**config.mk**
```make
export PLATFORM = sky130hd
export DESIGN_NAME = aat_sum_stage
export DESIGN_NICKNAME = d
export VERILOG_FILES = /design/src/rtl/aat_pkg.sv /design/src/rtl/aat_sum_stage.sv
export SDC_FILE = /design/constraint.sdc
export NUM_CORES = 2
export LEC_CHECK = 0
export BUFFER_PORTS_ARGS = -buffer_cell sky130_fd_sc_hd__clkbuf_2
export CAP_MARGIN = 20
export CORE_AREA = 8 8 565 567
export DETAILED_ROUTE_END_ITERATION = 10
export DIE_AREA = 0 0 573 575
export GPL_TIMING_DRIVEN = 0
export REMOVE_ABC_BUFFERS = 1
export SETUP_SLACK_MARGIN = 0.4
export SLEW_MARGIN = 20
export SYNTH_ARGS = -nofsm -noshare
export SYNTH_HDL_FRONTEND = slang
export SYNTH_SLANG_ARGS = --single-unit
```
**constraint.sdc**
```tcl
create_clock -name clk -period 11.2 [get_ports clk]
set_clock_uncertainty 0.15 [all_clocks]
set_input_delay 1.68 -clock clk [delete_from_list [all_inputs] [get_ports clk]]
set_output_delay 1.68 -clock clk [all_outputs]
set_load 0.01 [all_outputs]
```
**src/rtl/aat_pkg.sv**
```systemverilog
// aat_pkg: shared types, opcodes and helpers for the aabb affine transform
// no dependencies; imported by every module in rtl/
package aat_pkg;

  localparam int WORD_W   = 32;
  localparam int PROD_W   = 2 * WORD_W;
  localparam int SUM_W    = PROD_W + 2;
  localparam int AXES     = 3;
  localparam int COLS     = 4;
  localparam int IN_WORDS = 10;
  localparam int COEF_POS = 0;
  localparam int LO_POS   = 4;
  localparam int HI_POS   = 7;
  localparam int IN_DATA_W  = IN_WORDS * WORD_W;
  localparam int IN_USER_W  = 4;
  localparam int OUT_DATA_W = 2 * AXES * WORD_W;
  localparam int OUT_USER_W = 1;

  typedef enum logic [1:0] {
    OP_LOAD    = 2'd0,
    OP_BOX     = 2'd1,
    OP_INVALID = 2'd2,
    OP_NOP     = 2'd3
  } op_t;

  localparam logic [1:0] ROW_X = 2'd0;
  localparam logic [1:0] ROW_Y = 2'd1;
  localparam logic [1:0] ROW_Z = 2'd2;

  typedef logic signed [WORD_W-1:0] word_t;
  typedef logic signed [PROD_W-1:0] prod_t;
  typedef logic signed [SUM_W-1:0]  sum_t;

  typedef word_t [AXES-1:0][COLS-1:0] matrix_t;

  typedef struct packed {
    op_t                    op;
    logic [1:0]             row;
    word_t [COLS-1:0]       coef;
    word_t [AXES-1:0]       lo;
    word_t [AXES-1:0]       hi;
  } s1_t;

  typedef struct packed {
    prod_t [AXES-1:0][AXES-1:0] plo;
    prod_t [AXES-1:0][AXES-1:0] phi;
    word_t [AXES-1:0]           cw;
    logic                       bv;
  } s2_t;

  typedef struct packed {
    prod_t [AXES-1:0][AXES-1:0] tmin;
    prod_t [AXES-1:0][AXES-1:0] tmax;
    word_t [AXES-1:0]           cw;
    logic                       bv;
  } s3_t;

  typedef struct packed {
    word_t [AXES-1:0] wmin;
    word_t [AXES-1:0] wmax;
    logic             bv;
  } res_t;

  function automatic prod_t mul_ww(word_t a, word_t b);
    prod_t ea;
    prod_t eb;
    ea = prod_t'(a);
    eb = prod_t'(b);
    return ea * eb;
  endfunction

endpackage

```
**src/rtl/aat_sum_stage.sv**
```systemverilog
// aat_sum_stage: per-axis sums with translation, saturation, output register
// depends on aat_pkg
module aat_sum_stage
  import aat_pkg::*;
#(
  parameter int COORD_WIDTH = 32
)(
  input  logic clk,
  input  logic rst_n,
  input  logic up_valid,
  output logic up_ready,
  input  s3_t  up_data,
  output logic dn_valid,
  input  logic dn_ready,
  output res_t dn_data
);

  localparam int   SAT_BITS = (COORD_WIDTH < WORD_W) ? COORD_WIDTH : WORD_W;
  localparam sum_t SAT_HI   = sum_t'((sum_t'(1) <<< (SAT_BITS - 1)) - sum_t'(1));
  localparam sum_t SAT_LO   = -SAT_HI - sum_t'(1);

  logic v_r;
  res_t data_r;
  res_t data_nxt;

  assign up_ready = !v_r || dn_ready;
  assign dn_valid = v_r;
  assign dn_data  = data_r;

  function automatic word_t sat_w(sum_t s);
    sum_t c;
    c = (s > SAT_HI) ? SAT_HI : ((s < SAT_LO) ? SAT_LO : s);
    return c[WORD_W-1:0];
  endfunction

  always_comb begin
    sum_t smin;
    sum_t smax;
    data_nxt.bv = up_data.bv;
    for (int a = 0; a < AXES; a++) begin
      smin = sum_t'($signed(up_data.cw[a]));
      smax = sum_t'($signed(up_data.cw[a]));
      for (int c = 0; c < AXES; c++) begin
        smin = smin + sum_t'($signed(up_data.tmin[a][c]));
        smax = smax + sum_t'($signed(up_data.tmax[a][c]));
      end
      data_nxt.wmin[a] = up_data.bv ? sat_w(smin) : '0;
      data_nxt.wmax[a] = up_data.bv ? sat_w(smax) : '0;
    end
  end

  always_ff @(posedge clk) begin
    if (!rst_n) begin
      v_r <= 1'b0;
    end else if (up_ready) begin
      v_r <= up_valid;
    end
  end

  always_ff @(posedge clk) begin
    if (up_ready && up_valid) begin
      data_r <= data_nxt;
    end
  end

endmodule

```
* Word-level counts from Yosys, hierarchy flattened
Cells that the tools add are included. W data, S select, Z words.
Storage, ports and cells: register bits 194, bits in latches 0, RAM bits 0, bits in read-only memories 0, output and inout bits 195, memories kept 0
Operators by class: add/sub/neg operators 18, multiply operators 0, divide/modulo/power cells 0, magnitude comparators 12, equal/unequal tests 0, shift operators 0, muxes and demuxes 12, bitwise gates (word level) 1, reduce and logical (&&, ||, !) cells 9
Operators with widths (number):
- $add A65 B64 Y66 | 6
- $add A66 B64 Y66 | 6
- $gt A66 B32 Y1 const B | 6
- $lt A66 B32 Y1 const B | 6
- $add A32 B64 Y65 | 6
- $mux W32 | 6
- $mux W31 | 6
- $reduce_or A2 Y1 | 6
- $logic_and A1 B1 Y1 | 1
- $logic_not A1 Y1 | 1
- $logic_or A1 B1 Y1 | 1
- $not A1 Y1 | 1

* Longest topological paths before layout
word-level depth 6, gate-level depth with buffers 21

* Worst setup path before layout
No wires, ideal clock.
kind input port to flip-flop, from in up_data[32] (netlist name), to reg data_r, in the netlist dn_data[5] (data pin), setup time 142 ps, data arrival time 7569 ps, setup slack 3339 ps, cell stages on the path 19, path buffers 2, path through inv_1 -> fa_1 -> fa_1 -> inv_1 -> ha_1 -> buf_6 -> a21oi_2 -> o21bai_1 -> a221o_1 -> or4_4 -> o21ai_1 -> nand3_1 -> or4b_1 -> or4_1 -> nor4_1 -> and4_1 -> a31oi_2 -> buf_6 -> o21ai_2
On the way: longest elaborated chain between the ends 6, elaborated cells on any way between the ends 7, classes of those cells add/sub: 3; order compare: 2; mux: 2
RTL lines:
- from (decl) | RTL line aat_sum_stage.sv:12 | input s3_t up_data,
- $add A32 B64 Y65 (*) | RTL line aat_sum_stage.sv:45 | smax = smax + sum_t'($signed(up_data.tmax[a][c]));
- $add A65 B64 Y66 (*) | RTL line aat_sum_stage.sv:45
- $add A66 B64 Y66 (*) | RTL line aat_sum_stage.sv:45
- $lt A66 B32 Y1 | RTL line aat_sum_stage.sv:32 | c = (s > SAT_HI) ? SAT_HI : ((s < SAT_LO) ? SAT_LO : s);
- $mux W32 | RTL line aat_sum_stage.sv:32
- $mux W31 (*) | RTL line aat_sum_stage.sv:32
- to (signal assigned) | RTL line aat_sum_stage.sv:62 | data_r <= data_nxt;
- to (decl) | RTL line aat_sum_stage.sv:23 | res_t data_r;
Mark *: on every way between the ends. The rest lies on a longest branch, timed or not. A chain may end at the register's enable or synchronous reset.

* Final worst setup path
from in up_data[96] (netlist name), to reg data_r, in the netlist dn_data[80] (data pin)
Same word-level chain as after synthesis.

==> results_dict.tcl <==
set metrics [dict create \
    finalSetupViolCount 0 \
    ys_types 113 \
    vias_per_cell 4.42 \
    grt_pass1_vias 54200 \
    startpoint_type "primary input" \
    leakagePower_nw 32.7 \
    io_buffer_count 1447 \
    cts_setup_buffers 0 \
    wl_per_cell_um 25.9 \
    synthArstFlopShare_pct 0 \
    slew_viol_final 0 \
    firstDrtPassIters 6 \
    die_y_um 575 \
    cts_max_level 4 \
    coreArea_um2 310000 \
    dp_slack_ns 1.35 \
    wl_met1_um 132000 \
    critPathArrivalTime_ns 9.38 \
    rsz0062_at_grt "false" \
    fin_ws_ns 1.96 \
    crit_type "primary input to flip-flop" \
    met3_length_um 22900 \
    min_period_ns 9.24 \
    min_path_type "flip-flop to flip-flop" \
    nFillCells 35000 \
    yosys_warnings 0 \
    drc 0 \
    tightest_slew_ns 1.24 \
    synth_cells 6584 \
    wl_met2_um 143000 \
    yosysTopAreaCellShare_pct 28.7 \
    crit_path_max_fanout 33 \
    crit_path_end_kind "flip-flop" \
    synthesis.area_um2 53900 \
    crit_path_max_incr_delay_ns 0.85 \
    cts-root-buf "clkbuf_16" \
    avgSynthCellArea_um2 8.19 \
    die_x_um 573 \
    antenna_found_initial 141 \
    relSlewSlack_pct 16.8 \
    nNetsFinal 10300 \
    multi_input_area_um2 41500 \
    dp.final_hpwl_um 287000 \
    worstPathCellList "clkbuf_8 -> buf_16 -> inv_4 -> buf_12 -> fa_1 -> fa_1 -> inv_1 -> ha_1 -> nand3_1 -> nor4_1 -> o211ai_1 -> buf_6 -> nand2_1 -> a311o_1 -> a31o_2 -> a21oi_1 -> xnor2_1 -> nand2b_2 -> buf_16 -> nand2b_2 -> buf_16 -> nand4_1" \
    vias 53500 \
    grt_usage_pct 18.2 \
    io_pins 1448 \
    top_layer "met5" \
    gp_congestion 1.01 \
    fmax_mhz 108 \
    ant_nets 0 \
    synth_area_leaders "fa_1 29%, edfxtp_1 11%, inv_1 11%, ha_1 9.0%, a21oi_1 5.0%" \
    cts_buffer_depth 3 \
    final-seq-area_um2 5820 \
    area_growth_pct 24.1 \
    wl_um 313000 \
    clock-sinks 194 \
    numCtsBuffers 21 \
    fin_cells 12100 \
    ys_seq_area_share_pct 10.8 \
    synth_ff_type "edfxtp_1" \
    ctsResizeCount 0 \
    cts_tree "done" \
    ir_worst_vdd_mv 0.111 \
    row_count 205 \
    dp.cells 12000 \
    critical-path-slowest-cell "fa_1" \
    crit_top_cell "buf_16" \
    clock_latency_ns 0.58 \
    drv_cap 0 \
    worst_ep_required_time_ns 11.33 \
    grt_overflow 0 \
    hold_viol_final 0 \
    power_density_nw_per_um2 193 \
    synth-edff-count 193 \
    cts-hold-fix-buffers 0 \
    grt_pass1_wl_um 426000 \
    path_clk_slew_ns 0.10 \
    ys_ff_latch 194 \
    start_util_pct 17.4 \
    status "finished clean" \
    drt_iter0_drc 4491 \
    yosysTopAreaCell "fa_1" \
    grt_max_degree 45 \
    die_area_um2 329000 \
    fin_crit_sh_pct 82.5 \
    drive_gt1_share_pct 20.8 \
]
-- routing by layer --
metal,GRT usage [%],up-vias
li1,-,24500
met1,23.3,26100
met2,29.6,2409
met3,3.95,433
met4,7.46,68
met5,0,-
-- logic make-up (layout without fill, tap and decap cells) --
logic type	after synthesis	count (layout)	share of synthesized area, %
AOI/OAI and AO/OA	1648	1648	19.4
xor gates and xnor gates	345	345	5.60
adders and majority gates	1164	1164	37.8
buffers and inverters	1743	3036	12.4
DFF	194	194	10.8
muxes	15	15	0.295
other	0	69	0
and+or+nand+nor	1475	1475	13.7
-- state kept, by name, indices dropped and copies added (netlist names) --
signal and count:
dn_data 193, dn_valid 1
-- power by group --
group          internal (W)  switching [W]  total, W
Clock              0.000396       0.000430  0.000826
Sequential          0.00124       0.000111   0.00135
Combinational       0.00382        0.00695    0.0108
-- area by class of cell --
class / count / share of cell area (%)
Multi-Input combinational cell: 4647 / 62.0
Inverter: 1522 / 8.55
Clock buffer: 21 / 0.785
Tap cell: 4140 / 7.74
Sequential cell: 194 / 8.69
Timing Repair Buffer: 1482 / 11.7
Antenna cell: 69 / 0.258
Clock inverter: 11 / 0.189
-- through the flow --
stage	power, W	utilization [%]	instance area, um^2	setup TNS (ns)	hold slack, ns
2_1_floorplan	0.00804	-	52900	0	0.460
3_3_place_gp	0.0119	21.1	65400	-619.24	0.371
3_5_place_dp	0.0120	21.3	66100	0	0.409
4_1_cts	0.0130	21.5	66700	0	0.426
5_1_grt	0.0140	21.5	66800	0	0.459
6_report	0.0129	21.6	66900	0	0.425
-- cells in the mapped netlist, types with 113 or more instances --
cell	instances
clkbuf_1	182
inv_1	1522
a21o_1	153
edfxtp_1	193
ha_1	390
a21oi_1	535
o21ai_0	292
nand2_1	423
xor2_1	142
nor2_1	303
xnor2_1	203
fa_1	774
nand3_1	113
nand4_1	188
-- layout by cell type, fill, tap and decap left out, types with 18 or more instances in the layout --
cell type / n
a211oi_1: 38
a21boi_0: 19
a21o_1: 153
a21oi_1: 534
a31oi_1: 63
and2_1: 29
and3_1: 36
and4_1: 18
clkbuf_16: 21
clkbuf_2: 1443
diode_2: 69
edfxtp_1: 193
fa_1: 774
ha_1: 390
inv_1: 1518
nand2_1: 423
nand2b_1: 61
nand3_1: 113
nand4_1: 188
nor2_1: 302
nor2b_1: 30
nor3_1: 89
nor4_1: 42
o211ai_1: 47
o21a_1: 54
o21ai_0: 290
o21ai_1: 101
o21bai_1: 101
o31ai_1: 18
or3_1: 33
xnor2_1: 203
xor2_1: 141
-- worst paths after layout --
path | start | end | slack [ns] | depth (start not counted)
max | up_data[96] | dn_data[80]$_SDFFCE_PN0P_ | 1.96 | 22
min | dn_valid$_SDFFE_PN0N_ | dn_valid$_SDFFE_PN0N_ | 0.42 | 2
max reg2reg | dn_valid$_SDFFE_PN0N_ | dn_data[184]$_SDFFCE_PN0P_ | 8.94 | 4
min reg2reg | dn_valid$_SDFFE_PN0N_ | dn_valid$_SDFFE_PN0N_ | 0.42 | 2
-- critical path, delay by kind of cell --
family          cells  cell delay (ns)
fa+ha+maj           3             1.91
xor+xnor            1             0.61
simple gates        6             2.20
buf+inv             8             1.82
compound gates      4             0.94
Power figures use the tool's default switching activity.
